===== src/hw/rtl/apq_pkg.sv =====
// shared types, codes and the age class function for the age priority queue
package apq_pkg;

	localparam int unsigned DEPTH_DEF = 16;
	localparam int unsigned TAG_W     = 16;
	localparam int unsigned AGE_W     = 8;
	localparam int unsigned KIND_W    = 2;
	localparam int unsigned STATUS_W  = 2;
	localparam int unsigned PRI_W     = 3;
	localparam int unsigned OCC_W     = 5;
	localparam int unsigned IN_DATA_W  = 24;
	localparam int unsigned OUT_DATA_W = 32;
	localparam int unsigned OUT_USER_W = 3;

	typedef enum logic [KIND_W-1:0] {
		KIND_ENQ  = 2'd0,
		KIND_DEQ  = 2'd1,
		KIND_PEEK = 2'd2,
		KIND_NONE = 2'd3
	} kind_t;

	typedef enum logic [STATUS_W-1:0] {
		STATUS_OK    = 2'd0,
		STATUS_FULL  = 2'd1,
		STATUS_EMPTY = 2'd2,
		STATUS_RSVD  = 2'd3
	} status_t;

	// request broadcast to every cell of the row
	typedef struct packed {
		logic             enq;
		logic             deq;
		logic [TAG_W-1:0] tag;
		logic [AGE_W-1:0] age;
	} apq_ctrl_t;

	// what one cell shows its neighbours
	typedef struct packed {
		logic [TAG_W-1:0] tag;
		logic [AGE_W-1:0] age;
		logic             go;   // occupied and younger than the new entry: moves back
		logic             keep; // occupied and not younger: stays in place
	} apq_link_t;

	// priority class of an age
	function automatic logic [PRI_W-1:0] age_class(input logic [AGE_W-1:0] a);
		logic [PRI_W-1:0] c;
		if (a >= 8'd100)     c = 3'd5;
		else if (a >= 8'd90) c = 3'd4;
		else if (a >= 8'd80) c = 3'd3;
		else if (a >= 8'd70) c = 3'd2;
		else if (a >= 8'd60) c = 3'd1;
		else                 c = 3'd0;
		return c;
	endfunction

endpackage


===== src/hw/rtl/apq_cell.sv =====
// one storage cell of the sorted row: holds one entry and shifts with its neighbours
module apq_cell (
	input  logic               clk,
	input  apq_pkg::apq_ctrl_t ctrl,
	input  logic               occ,
	input  apq_pkg::apq_link_t prev,
	input  apq_pkg::apq_link_t next,
	output apq_pkg::apq_link_t cur
);
	import apq_pkg::*;

	logic [TAG_W-1:0] tag_q;
	logic [AGE_W-1:0] age_q;
	logic             go;
	logic             keep;

	// compare against the incoming age
	assign go   = occ && (age_q < ctrl.age);
	assign keep = occ && !go;

	assign cur.tag  = tag_q;
	assign cur.age  = age_q;
	assign cur.go   = go;
	assign cur.keep = keep;

	// insert, shift back on enqueue, shift forward on dequeue
	always_ff @(posedge clk) begin
		if (ctrl.enq) begin
			if (prev.go) begin
				tag_q <= prev.tag;
				age_q <= prev.age;
			end else if (prev.keep && !keep) begin
				tag_q <= ctrl.tag;
				age_q <= ctrl.age;
			end
		end else if (ctrl.deq) begin
			tag_q <= next.tag;
			age_q <= next.age;
		end
	end

endmodule


===== src/hw/rtl/age_priority_queue.sv =====
// top level of the age priority queue: cell row, entry count and result register
//
// channel  dir  beat fields (lowest bit first)
// s_*      in   tdata: tag[15:0], age[23:16]; tuser: kind[1:0]
// m_*      out  tdata: head_tag[15:0], head_age[23:16], head_priority[26:24],
//                      occupancy[31:27]; tuser: status[1:0], item_valid[2]
//
// one request per cycle while the output is not stalled: the cell row inserts, shifts
// or reads the head in the cycle a beat is accepted, and the result is in the output register next cycle.
// a new beat is taken while no result is held or the held result is being taken (m_tready high).
// reset clears the entry count and the output valid; cell contents are undefined.
// a stalled output holds the result and stops further requests.
module age_priority_queue #(
	parameter int unsigned DEPTH = apq_pkg::DEPTH_DEF
) (
	input  logic                                clk,
	input  logic                                arst_n,
	input  logic                                s_tvalid,
	output logic                                s_tready,
	input  logic [apq_pkg::IN_DATA_W-1:0]       s_tdata,  // tag, age
	input  logic [apq_pkg::KIND_W-1:0]          s_tuser,  // kind
	output logic                                m_tvalid,
	input  logic                                m_tready,
	output logic [apq_pkg::OUT_DATA_W-1:0]      m_tdata,  // head_tag, head_age, head_priority, occupancy
	output logic [apq_pkg::OUT_USER_W-1:0]      m_tuser   // status, item_valid
);
	import apq_pkg::*;

	localparam int unsigned CNT_W = $clog2(DEPTH + 1);

	logic [CNT_W-1:0] cnt_q;
	logic             take;
	kind_t            kind;
	logic             full;
	logic             empty;
	apq_ctrl_t        ctrl;
	apq_link_t        links [DEPTH];
	apq_link_t        head_prev;
	apq_link_t        tail_next;
	logic [CNT_W-1:0] cnt_nxt;
	status_t          status_nxt;
	logic             valid_nxt;

	logic [TAG_W-1:0]    head_tag_q;
	logic [AGE_W-1:0]    head_age_q;
	logic [PRI_W-1:0]    head_pri_q;
	logic [OCC_W-1:0]    occ_q;
	status_t             status_q;
	logic                item_valid_q;

	// input handshake
	assign s_tready = !m_tvalid || m_tready;
	assign take     = s_tvalid && s_tready;
	assign kind     = kind_t'(s_tuser);
	assign full     = (cnt_q == CNT_W'(DEPTH));
	assign empty    = (cnt_q == '0);

	// request broadcast
	assign ctrl.enq = take && (kind == KIND_ENQ) && !full;
	assign ctrl.deq = take && (kind == KIND_DEQ) && !empty;
	assign ctrl.tag = s_tdata[TAG_W-1:0];
	assign ctrl.age = s_tdata[TAG_W +: AGE_W];

	// row ends
	assign head_prev = '{tag: '0, age: '0, go: 1'b0, keep: 1'b1};
	assign tail_next = '{tag: '0, age: '0, go: 1'b0, keep: 1'b0};

	// cell row
	for (genvar i = 0; i < DEPTH; i++) begin : g_cell
		localparam logic [CNT_W-1:0] IDX = CNT_W'(i);
		apq_link_t prev_l;
		apq_link_t next_l;
		if (i == 0) begin : g_first
			assign prev_l = head_prev;
		end else begin : g_mid
			assign prev_l = links[i-1];
		end
		if (i == DEPTH - 1) begin : g_last
			assign next_l = tail_next;
		end else begin : g_inner
			assign next_l = links[i+1];
		end
		apq_cell u_cell (
			.clk  (clk),
			.ctrl (ctrl),
			.occ  (cnt_q > IDX),
			.prev (prev_l),
			.next (next_l),
			.cur  (links[i])
		);
	end

	// next count and result status
	always_comb begin
		cnt_nxt    = cnt_q;
		status_nxt = STATUS_OK;
		valid_nxt  = 1'b0;
		case (kind)
			KIND_ENQ: begin
				if (full) status_nxt = STATUS_FULL;
				else      cnt_nxt    = cnt_q + 1'b1;
			end
			KIND_DEQ: begin
				if (empty) status_nxt = STATUS_EMPTY;
				else begin
					valid_nxt = 1'b1;
					cnt_nxt   = cnt_q - 1'b1;
				end
			end
			KIND_PEEK: begin
				if (empty) status_nxt = STATUS_EMPTY;
				else       valid_nxt  = 1'b1;
			end
			default: ;
		endcase
	end

	// entry count and output valid
	always_ff @(posedge clk or negedge arst_n) begin
		if (!arst_n) begin
			cnt_q    <= '0;
			m_tvalid <= 1'b0;
		end else begin
			if (take) cnt_q <= cnt_nxt;
			if (take)          m_tvalid <= 1'b1;
			else if (m_tready) m_tvalid <= 1'b0;
		end
	end

	// result register
	always_ff @(posedge clk) begin
		if (take) begin
			status_q     <= status_nxt;
			item_valid_q <= valid_nxt;
			occ_q        <= OCC_W'(cnt_nxt);
			if (valid_nxt) begin
				head_tag_q <= links[0].tag;
				head_age_q <= links[0].age;
				head_pri_q <= age_class(links[0].age);
			end else begin
				head_tag_q <= '0;
				head_age_q <= '0;
				head_pri_q <= '0;
			end
		end
	end

	assign m_tdata = {occ_q, head_pri_q, head_age_q, head_tag_q};
	assign m_tuser = {item_valid_q, status_q};

endmodule


===== config.mk =====
export PLATFORM = sky130hd
export DESIGN_NAME = age_priority_queue
export DESIGN_NICKNAME = d
export VERILOG_FILES = /design/src/hw/rtl/apq_pkg.sv /design/src/hw/rtl/apq_cell.sv /design/src/hw/rtl/age_priority_queue.sv
export SDC_FILE = /design/constraint.sdc
export NUM_CORES = 1
export LEC_CHECK = 0
export ABC_CLOCK_PERIOD_IN_PS = 3900
export BUFFER_PORTS_ARGS = -buffer_cell sky130_fd_sc_hd__clkbuf_2
export CORE_ASPECT_RATIO = 1.1
export CORE_MARGIN = 2
export CORE_UTILIZATION = 35
export CTS_CLUSTER_DIAMETER = 60
export DETAILED_ROUTE_END_ITERATION = 8
export GPL_TIMING_DRIVEN = 0
export PLACE_DENSITY_LB_ADDON = 0.3
export SLEW_MARGIN = 10
export SYNTH_ARGS = -nofsm -noshare
export SYNTH_HDL_FRONTEND = slang
export SYNTH_HIERARCHICAL = 1
export SYNTH_SLANG_ARGS = --single-unit

===== constraint.sdc =====
create_clock -name clk -period 3.9 [get_ports clk]
set_input_delay 0.39 -clock clk [delete_from_list [all_inputs] [get_ports clk]]
set_output_delay 0.39 -clock clk [all_outputs]
set_load 0.05 [all_outputs]

After elaboration in Yosys (flattened, before gate mapping)
Cells that the tools add are included.

word-level totals
  word-level logic and storage cells = 350
  input bits = 30
  bits in registers = 425

operators by class
  order comparisons = 37
  add/sub/neg operators = 2
  reductions and logical operators = 109
  equal/unequal tests = 19
  bitwise operators = 1
  muxes and demuxes = 141

operators by type and width
  operator                                                                  count
  16-bit two-way mux                                                        63
  8-bit two-way mux                                                         63
  8-bit < comparator                                                        16
  1-bit logical AND                                                         52
  3-bit by 1-bit inequality test with 1-bit output (second input constant)  15
  5-bit by 4-bit > comparator with 1-bit output (second input constant)     8
  1-bit logical NOT                                                         34
  8-bit by 7-bit >= comparator with 1-bit output (second input constant)    4
  2-bit AND reduction                                                       16
  5-bit by 3-bit > comparator with 1-bit output (second input constant)     4
  5-bit by 1-bit > comparator with 1-bit output (second input constant)     2
  5-bit by 2-bit > comparator with 1-bit output (second input constant)     2
  5-bit two-way mux                                                         2
  5-bit one-hot mux with 2 select lines                                     1
  8-bit by 6-bit >= comparator with 1-bit output (second input constant)    1
  1-bit two-way mux                                                         6
  2-bit two-way mux                                                         3
  3-bit two-way mux                                                         2
  5-bit by 1-bit adder with 5-bit output (second input constant)            1
  5-bit == test (second input constant)                                     1
  5-bit logical NOT                                                         1
  5-bit by 1-bit subtractor with 5-bit output (second input constant)       1
  2-bit one-hot mux with 2 select lines                                     1
  2-bit nonzero test                                                        2
  other kinds (8)                                                           8

Longest topological paths before layout
Gate-level depths: netlist (run 1).

  word-level depth = 9
  depth in mapped cells = 13
  depth with buffers taken out = 8

Hierarchy
The synthesis (run 1) kept the hierarchy.

by module, submodules not included
  module              area an instance (um^2)  cells each  seq. area each (um^2)  times used
  apq_cell            1448.9                   137         720.7                  16
  age_priority_queue  2239.6                   212         1201.2                 1

Worst setup path after synthesis (run 1)
No wires, ideal clock.

  path type = reg2reg
  start = reg m_tvalid
  end = reg g_cell[0].u_cell.age_q[0], enable pin
  library setup time = 387 ps
  setup slack = 67 ps
  data required time = 3513 ps
  arrival time = 3446 ps
  stages on the path, launching flop included = 8
  path through = dfrtp_1 > nand2b_1 > nand2_1 > nor3_1 > clkbuf_1 > buf_1 > nand2_1 > o21ai_2

RTL lines
  what                    line                       text
  from (decl)             age_priority_queue.sv:22   output logic m_tvalid,
  from (signal assigned)  age_priority_queue.sv:122  m_tvalid <= 1'b0;
  from (signal assigned)  age_priority_queue.sv:125  if (take) m_tvalid <= 1'b1;
  from (signal assigned)  age_priority_queue.sv:126  else if (m_tready) m_tvalid <= 1'b0;
  to (signal assigned)    apq_cell.sv:31             age_q <= prev.age;
  to (signal assigned)    apq_cell.sv:34             age_q <= ctrl.age;
  to (signal assigned)    apq_cell.sv:38             age_q <= next.age;
  to (decl)               apq_cell.sv:13             logic [AGE_W-1:0] age_q;

==> metrics.txt, run 1 <==
status complete, no violations; dpl cells between 3k and 4k; Fillers around 7k; Reg2Reg Depth 10; Max Cap Viol 0; flop2flop setup slack between 150 and 200 ps; grt ovf 0; Core Box Area slightly above 70000 um^2; Worst R2R End g_cell[11].u_cell/age_q[6]$_DFFE_PP_; Layout area overhead 14.19%; crit share post-route between 90% and 100%; gpl congestion 0.8146; initial DRC count between 900 and 1k; slowest CP cell o21ai_2; total track usage roughly 16%; DRC Markers 0; Die ar. roughly 75000 um^2; boundary pin count 67; per-cell routed wire length between 15 and 20 um; largest fanout on the critical path 12; Clock Skews about 19 ps; Final Util roughly two fifths; Die Span Y roughly 290 um; Final HPWL DP 48790 um; worst skew pair latency approximately 600 ps; H-tree Lvls 2; RSZ-0062 raised after global routing false; WL final about 66000 um; FF-to-FF Start cnt_q[1]$_DFFE_PN0P_; first-pass GRT wire length 95190 um; hold path cells 2; setup TNS 0 ps; layout net count around 2.7k; largest net degree at the start of global routing 36; Hold Fails Final Rpt 0; CP startpoint kind flop; DIE WIDTH approximately 260 um; fin. max-slew vios 0; Hold Path Class input pin to flop; Reg clk slew, reported paths 60 ps; fin area just under 30000 um^2; crit-path cells buf_2, inv_1, ha_1, nor4bb_1, nor3_4, buf_6, clkbuf_1, clkbuf_2, nand2_1, o21ai_2; Max transition margin 22.59%; Setup violations, final 0; post-synthesis instance total about 2.4k; vias in the first global route between 15k and 20k; worst slew pin tran between 1000 and 1500 ps; Final Non-Filler Cells 3566; I/O Buffers between 60 and 70; total number of placement rows ~100; Post-Syn Area around 25000 um^2; cts bufs inserted between 50 and 60; worst vdd ir between 300 and 400 uV; fin crit period 3705 ps; PD cells a little under 500 nW/um^2; clock net sink count 425; slowest cell delay on critical path around 650 ps; critical path launch point cnt_q[1]$_DFFE_PN0P_; Avg Vias per Cell a little under 5; CTS Root Cell clkbuf_16; Worst Path Required 4120 ps; CTS tree yes; P_leak roughly 12 nW; dpl cell area around 27000 um^2; DR vias 17.55k; Mean Syn Cell Area about 11 um^2; worst-case clock buffer depth 3; critical path endpoint g_cell[11].u_cell/age_q[6]$_DFFE_PP_; drt first pass iters 5; Setup CP Type flop to flop; Fmax achieved 269.9 MHz; share of layout cells above drive strength 1 12.40%; Starting Density roughly 35%; Arr. time, crit path about 3900 ps; initial antenna violation count 0; post-route ant nets 0; CP Capture Type flop; synthesis warning total 6
[worst min path at each step]
stage	end	start
6_report	m_tvalid$_DFFE_PN0P_	s_tvalid
5_1_grt	m_tvalid$_DFFE_PN0P_	s_tvalid
2_1_floorplan	cnt_q[0]$_DFFE_PN0P_	arst_n
3_5_place_dp	m_tvalid$_DFFE_PN0P_	arst_n
4_1_cts	m_tvalid$_DFFE_PN0P_	s_tvalid
3_3_place_gp	m_tvalid$_DFFE_PN0P_	arst_n
[worst max-delay path, delay by kind of cell (launching register included)]
kind            cells  cell delay [ps]
buf+inv             5             1050
fa+ha+maj           1              250
flops               1              420
simple gates        3              930
compound gates      1              650
[state kept, by name (all words and copies together), names as in the netlist]
register and flops:
g_cell.u_cell/tag_q 256, cnt_q 5, head_pri_q 3, item_valid_q 1, head_tag_q 16, m_tvalid 1
status_q 2, g_cell.u_cell/age_q 128, occ_q 5, head_age_q 8
[per-layer routing]
layer | up-vias | global-route usage, % | share of wire (%)
met1 | 8097 | 19.55 | 41
met3 | 118 | 1.996 | 3.3
li1 | 8948 | - | -
met4 | 0 | 4.657 | 4.0
met2 | 391 | 29.67 | 52
met5 | - | 0 | 0
[final cells by class]
| class | instances | area (um^2) | share of cell area [%] |
|---|---|---|---|
| Sequential cell | 425 | 12730 | 43.90 |
| Timing Repair Buffer | 70 | 391.6 | 1.350 |
| Multi-Input combinational cell | 1705 | 11630 | 40.11 |
| Buffer | 190 | 1018 | 3.511 |
| Inverter | 140 | 525.5 | 1.812 |
| Antenna cell | 1 | 2.502 | 0.008627 |
| Clock inverter | 21 | 143.9 | 0.4961 |
| Tap cell | 945 | 1182 | 4.076 |
| Clock buffer | 69 | 1375 | 4.741 |
[stage by stage]
step	hold WS, ps	power [mW]	worst slack, ps
CTS	12.25	14.11	39.83
global route	41.72	14.78	5.170
finish	54.39	14.12	194.5
global placement	235.5	9.568	-1492
detailed placement	234.5	9.661	-501.5
floorplan	94.41	8.709	66.85
[cells in the final DEF, fill, tap and decap left out, types with 16 or more instances in the layout]
cell type / instances
a2111o_1: 17
a21oi_1: 429
a21oi_2: 33
and3_1: 25
buf_2: 18
buf_4: 64
clkbuf_1: 103
clkbuf_16: 52
clkbuf_2: 76
conb_1: 50
edfxtp_1: 419
ha_1: 121
inv_1: 138
mux2i_1: 389
nand2_1: 52
nand2b_1: 20
nand4_1: 20
nor2_1: 395
nor2b_2: 16
o21ai_0: 30
o21ai_1: 19
o21ai_4: 22
[power breakdown]
group | switching (mW) | total, mW | internal [mW]
registers | 0.225 | 5.75 | 5.53
logic | 2.37 | 3.97 | 1.60
clock network | 1.92 | 4.39 | 2.47
[what timing repair did]
item | 4_1_cts | 5_1_grt
pin swaps | 2 | 6
gates cloned | 1 | 10
resized for setup | 14 | 30
buffers inserted | 0 | 1
setup endpoints to repair | 384 | 384
hold buffers | 1 | 0
endpoints found under the hold margin | 6 | 0
No activity file was read; power rests on OpenSTA's default activity.
==> run 2: changes to the inputs <==
Settings changed: CORE_UTILIZATION 35 to 50.
==> run 2 against run 1 <==
Compared with the run above: cell area is 1.4% lower; critical path depth is 1 higher; maximum frequency is 1.3% higher; die area is 30% lower; hold slack better by 10 ps; total power is 0.29% lower; clock skew is 5.6 ps lower; worst setup slack better by 48 ps; global-route usage is 6.3 points higher; cell count is 8.0% lower; critical path type unchanged.
==> metrics.txt, run 2 (synthesis gave the netlist of run 1 again) <==
status complete, no violations; cts bufs inserted 51 (unchanged); flop2flop setup slack 240 ps (+50 ps); gpl congestion 0.8444 (+3.7%); CP Buf/Inv Count 6 (+1); dpl cells 3176 (-8.3%); share of layout cells above drive strength 1 12.18% (-0.23 points); Max transition margin 32.75% (+10 points); crit-path cells buf_2, inv_1, ha_1, nor4bb_1, nor3_2, buf_4, buf_6, clkbuf_1, buf_1, nand2_1, o21ai_4; layout net count 2731 (-0.11%); initial antenna violation count 0 (unchanged); most common cell after layout, fill and taps aside a21oi_1; Layout area overhead 12.64%; Worst R2R End g_cell[6].u_cell/tag_q[14]$_DFFE_PP_; Worst Path Required 4120 ps (about the same); total number of placement rows 86 (-17%); Psw 4.426 mW (-1.9%); total track usage 22.44% (+6.3 points); Starting Density 50.66% (+15 points); Arr. time, crit path 3880 ps (-50 ps); largest fanout on the critical path 24 (+12); CTS tree yes; Reg2Reg Depth 11 (+1); Avg Vias per Cell 5.366 (+9.0%); grt ovf 0 (unchanged); I/O Buffers 66 (unchanged); Die Span Y 240.4 um (-16%); hold path cells 2 (unchanged); commonest cells after routing, fill and taps aside a21oi_1, edfxtp_1, nor2_1, mux2i_1, inv_1; sequential power share 40.9% (+0.2 points); DR vias 17.60k (+0.26%); CP startpoint kind flop; post-route ant nets 0 (unchanged); Final HPWL DP 46370 um (-5.0%); largest net degree at the start of global routing 42 (+17%); fin crit period 3657 ps (-48.03 ps); Setup violations, final 0 (unchanged); slowest cell delay on critical path 640 ps (about the same); PD cells 491.9 nW/um^2 (+1.1%); drt first pass iters 5 (unchanged); Inserted Diodes 0 (-1); vias in the first global route 17.96k (+1.6%); Fmax achieved 273.4 MHz (+1.3%); P_leak 11.57 nW (-0.16%); per-cell routed wire length 18.51 um (+0.34%); setup TNS 0 ps (unchanged); DRC Markers 0 (unchanged); max FFs per register 256 (unchanged); Biggest register g_cell.u_cell/tag_q; first-pass GRT wire length 92450 um (-2.9%); Largest regs g_cell.u_cell/tag_q: 256 flops, g_cell.u_cell/age_q: 128 flops, head_tag_q: 16 flops; crit share post-route 93.78% (-1.2 points); WL final 60700 um (-7.7%); boundary pin count 67 (unchanged); Hold Fails Final Rpt 0 (unchanged); worst vdd ir 438.3 uV (+32%); Int Pwr 9.649 mW (+0.47%); DIE WIDTH 218.9 um (-16%); slowest CP cell o21ai_4; fin area 28610 um^2 (-1.4%); hold endpoint m_tvalid$_DFFE_PN0P_; Final WS setup 242.6 ps (+48.03 ps); Die ar. 52620 um^2 (-30%); dpl cell area 26760 um^2 (-1.4%); FF-to-FF Start cnt_q[1]$_DFFE_PN0P_; H-tree Lvls 2 (unchanged); fin. max-slew vios 0 (unchanged); Clock Skews 13.70 ps (-5.609 ps); Place WS -428.4 ps (+73.09 ps); Core Box Area 50140 um^2 (-30%); CP Capture Type flop; RSZ-0062 raised after global routing false; Setup CP Type flop to flop; switch share 31.45% (-0.51 points); final total power 14.07 mW (-0.29%); Final Non-Filler Cells 3280 (-8.0%); clock net sink count 425 (unchanged); Reg clk slew, reported paths 60 ps (about the same); CTS Root Cell clkbuf_16; worst-case clock buffer depth 3 (unchanged); Hold Path Class input pin to flop; initial DRC count 1226 (+30%); Top Family by Delay on Critical Path buffers and inverters; combinational fraction of design power 27.7% (-0.5 points); Max Cap Viol 0 (unchanged); worst skew pair latency 600 ps (about the same); Clock power frac 31.4% (+0.3 points); worst slew pin tran 1008 ps (-152.1 ps); min-delay src s_tvalid
## run 2: cell count changes in the layout (fill, tap and decap cells not counted), moves of 2 or more
cell,change
mux2i_1,+5
o21ai_2,-5
clkinvlp_4,+3
mux2i_2,-5
clkinv_2,+3
buf_4,+2
buf_1,+5
clkbuf_2,-6
clkbuf_1,-4
## run 2: area by class of cell
type / instances / area [um^2]
Buffer: 190 / 1012
Clock buffer: 64 / 1346
Clock inverter: 29 / 197.7
Fill cell: 4448 / 21530
Inverter: 140 / 525.5
Multi-Input combinational cell: 1700 / 11560
Sequential cell: 425 / 12730
Tap cell: 660 / 825.8
Timing Repair Buffer: 72 / 406.6
## run 2: worst register-to-register path, stage by stage, from the launching register on
cell      delay, ps
dfrtp_1         460
buf_2           270
inv_1           120
ha_1            250
nor4bb_1        200
nor3_2          180
buf_4           170
buf_6           160
clkbuf_1        220
buf_1           420
nand2_1         170
o21ai_4         640
## run 2: power by group through the flow
stage                     combinational, mW  clock (mW)  sequential (mW)
after floorplan                        2.84           0             5.87
after global placement                 3.67           0             5.83
after detailed placement               3.77           0             5.85
after CTS                              3.83        4.51             5.75
after global routing                   4.24        4.68             5.79
final                                  3.91        4.42             5.75
## run 2: repair_timing
| action | 4_1_cts | 5_1_grt |
|---|---|---|
| endpoints found under the setup margin | 376 | 264 |
| gates cloned | 1 | 5 |
| hold endpoints to repair | 6 | 0 |
| pin swaps | 1 | 4 |
| buffers inserted | 0 | 4 |
| hold buffers | 1 | 0 |
| resized for setup | 19 | 14 |
## run 2: metal layers
metal	track usage, %	part of all wire [%]	wire length [um]	up-vias
met1	25.67	39	23710	8084
met3	3.327	4.0	2422	151
met2	40.85	51	31260	440
met5	0	0	0	-
li1	-	-	-	8925
met4	10.89	5.5	3311	0
## run 2: how the worst max path moves through the flow
stage                          from                              endpoint  slack (ps)  depth (start not counted)
2_1_floorplan  m_tvalid$_DFFE_PN0P_   g_cell[0].u_cell/age_q[0]$_DFFE_PP_          70                          7
5_1_grt        cnt_q[1]$_DFFE_PN0P_  g_cell[4].u_cell/tag_q[14]$_DFFE_PP_          70                         11
4_1_cts        cnt_q[1]$_DFFE_PN0P_   g_cell[7].u_cell/age_q[4]$_DFFE_PP_          10                         10
3_5_place_dp             s_tuser[1]  g_cell[8].u_cell/tag_q[10]$_DFFE_PP_        -430                         11
3_3_place_gp             s_tuser[1]  g_cell[8].u_cell/tag_q[11]$_DFFE_PP_       -1420                         10
6_report       cnt_q[1]$_DFFE_PN0P_  g_cell[6].u_cell/tag_q[14]$_DFFE_PP_         240                         11
## run 2: through the flow
stage	hold slack (ps)	util (%)
2_1_floorplan	94.41	-
3_3_place_gp	229.8	53.32
3_5_place_dp	235.2	53.36
4_1_cts	46.04	56.74
5_1_grt	71.41	57.06
6_report	64.50	57.06
==> run 3: changes to the inputs <==
Settings changed: CORE_UTILIZATION 50 to 49.
==> run 3 against run 2 <==
Compared with the run above: combinational power is essentially flat; non-clock buffer count shrank 1; routed wire length is essentially flat; die area grew 2.0%; count of clock-buffer cells in the layout shrank 5; cell count is essentially flat; core utilization shrank 1.3 points; critical path type unchanged; cell area shrank 0.15%.
==> metrics.txt, run 3 (synthesis gave the netlist of run 1 again) <==
DR vias 17.58k (-0.13%); Fmax achieved 272.4 MHz (-0.38%); largest fanout on the critical path 12 (-50%); Die Span Y 242.8 um (+1.0%); cts bufs inserted 49 (-3.9%); DIE WIDTH 221.1 um (+1.0%); H-tree Lvls 2 (unchanged); fin crit period 3671 ps (+13.88 ps); worst slew pin tran 1205 ps (+197.3 ps); worst skew pair latency 600 ps (about the same); vias in the first global route 17.80k (-0.89%); hold_ws 105.2 ps (+40.72 ps); Worst Path Required 4110 ps (about the same); Hold Fails Final Rpt 0 (unchanged); DRC Markers 0 (unchanged); Final Non-Filler Cells 3281 (+0.030%); commonest cells after routing, fill and taps aside a21oi_1, edfxtp_1, nor2_1, mux2i_1, inv_1; layout net count 2727 (-0.15%); Max Cap Viol 0 (unchanged); crit share post-route 94.14% (+0.36 points); I/O Buffers 66 (unchanged); Final HPWL DP 46190 um (-0.39%); Largest regs g_cell.u_cell/tag_q: 256 flops, g_cell.u_cell/age_q: 128 flops, head_tag_q: 16 flops; Core Box Area 51270 um^2 (+2.2%); worst vdd ir 341.1 uV (-22%); share of layout cells above drive strength 1 11.64% (-0.53 points); WL final 60640 um (about the same); initial DRC count 1185 (-3.3%); most common cell after layout, fill and taps aside a21oi_1; total track usage 21.26% (-1.2 points); Arr. time, crit path 3880 ps (about the same); Biggest register g_cell.u_cell/tag_q; initial antenna violation count 1 (+1); status complete, no violations; Setup violations, final 0 (unchanged); Die ar. 53680 um^2 (+2.0%); fin. max-slew vios 0 (unchanged); per-cell routed wire length 18.48 um (-0.13%); setup TNS 0 ps (unchanged); drt first pass iters 5 (unchanged); total number of placement rows 87 (+1.2%); CP startpoint kind flop; Layout area overhead 12.47%; max FFs per register 256 (unchanged); worst-case clock buffer depth 3 (unchanged); PD cells 492.1 nW/um^2 (about the same); Clock Skews 37.40 ps (+23.70 ps); boundary pin count 67 (unchanged); Max transition margin 19.67% (-13 points); dpl cells 3183 (+0.22%); CTS Root Cell clkbuf_16; clock net sink count 425 (unchanged); Avg Vias per Cell 5.357 (-0.16%); Hold Path Class input pin to flop; gpl congestion 0.8326 (-1.4%); P_leak 11.53 nW (-0.31%); CTS tree yes; grt ovf 0 (unchanged); first-pass GRT wire length 91890 um (-0.61%); Starting Density 49.54% (-1.1 points); final total power 14.06 mW (-0.12%); Reg clk slew, reported paths 50 ps (about the same); largest net degree at the start of global routing 42 (unchanged); RSZ-0062 raised after global routing false; post-route ant nets 0 (unchanged); Setup CP Type flop to flop; CP Capture Type flop
run 3: cell types whose count changed in the layout (fill, tap and decap cells not counted), moves of 3 or more:
cell / change
diode_2: +3
bufinv_16: +3
clkinv_2: -7
clkbuf_16: -3
o21ai_4: -3
clkinv_1: +5
run 3: area by class of cell:
type                            count  area [um^2]
Multi-Input combinational cell   1699        11530
Clock inverter                     27        266.5
Tap cell                          667        834.6
Timing Repair Buffer               71        399.1
Antenna cell                        3        7.507
Sequential cell                   425        12730
Inverter                          140        525.5
Fill cell                        4562        22700
Buffer                            190         1010
Clock buffer                       59         1264
run 3: through the flow:
step | setup slack, ps | area [um^2] | util [%]
4_1_cts | 0.7190 | 28390 | 55.38
5_1_grt | 12.83 | 28560 | 55.71
2_1_floorplan | 66.85 | 25580 | -
6_report | 228.7 | 28570 | 55.72
3_3_place_gp | -1410 | 26750 | 52.17
3_5_place_dp | -433.4 | 26760 | 52.20
run 3: path summary, 6_finish.rpt:
| check | start | endpoint | slack (ps) | cells past startpoint |
|---|---|---|---|---|
| max | cnt_q[1]$_DFFE_PN0P_ | g_cell[7].u_cell/age_q[0]$_DFFE_PP_ | 230 | 11 |
| min | s_tvalid | m_tvalid$_DFFE_PN0P_ | 110 | 2 |
| max reg2reg | cnt_q[1]$_DFFE_PN0P_ | g_cell[7].u_cell/age_q[0]$_DFFE_PP_ | 230 | 11 |
| min reg2reg | g_cell[15].u_cell/age_q[5]$_DFFE_PP_ | g_cell[14].u_cell/age_q[5]$_DFFE_PP_ | 570 | 2 |
| max in group asynchronous | arst_n | cnt_q[2]$_DFFE_PN0P_ | 3570 | 2 |
| min in group asynchronous | arst_n | m_tvalid$_DFFE_PN0P_ | 170 | 2 |
run 3: worst max-delay path: stages (launching register included):
cell and delay [ps]:
dfrtp_1 420, buf_2 250, inv_1 120, ha_1 250, nor4bb_1 190, nor3_2 170
buf_4 190, buf_6 170, clkbuf_1 220, buf_1 430, nand2_1 350, o21ai_4 510
run 3: power breakdown:
group / leakage [nW] / internal [mW] / total, mW / switching, mW
registers: 3.93 / 5.53 / 5.75 / 0.224
logic: 6.87 / 1.60 / 3.89 / 2.29
clock network: 0.736 / 2.57 / 4.42 / 1.85
run 3: layer usage:
metal | global-route usage, % | vias up | wire [um]
met3 | 2.893 | 130 | 2353
met5 | 0 | - | 0
met2 | 39.48 | 434 | 31630
met4 | 8.784 | 0 | 2814
met1 | 24.46 | 8088 | 23840
li1 | - | 8925 | -
run 3: what timing repair did:
action,in CTS,in global routing
endpoints found under the setup margin,288,384
buffers inserted,0,3
hold buffers,1,0
gates resized for setup,12,15
gates cloned,0,5
pin swaps,0,4
endpoints found under the hold margin,6,0
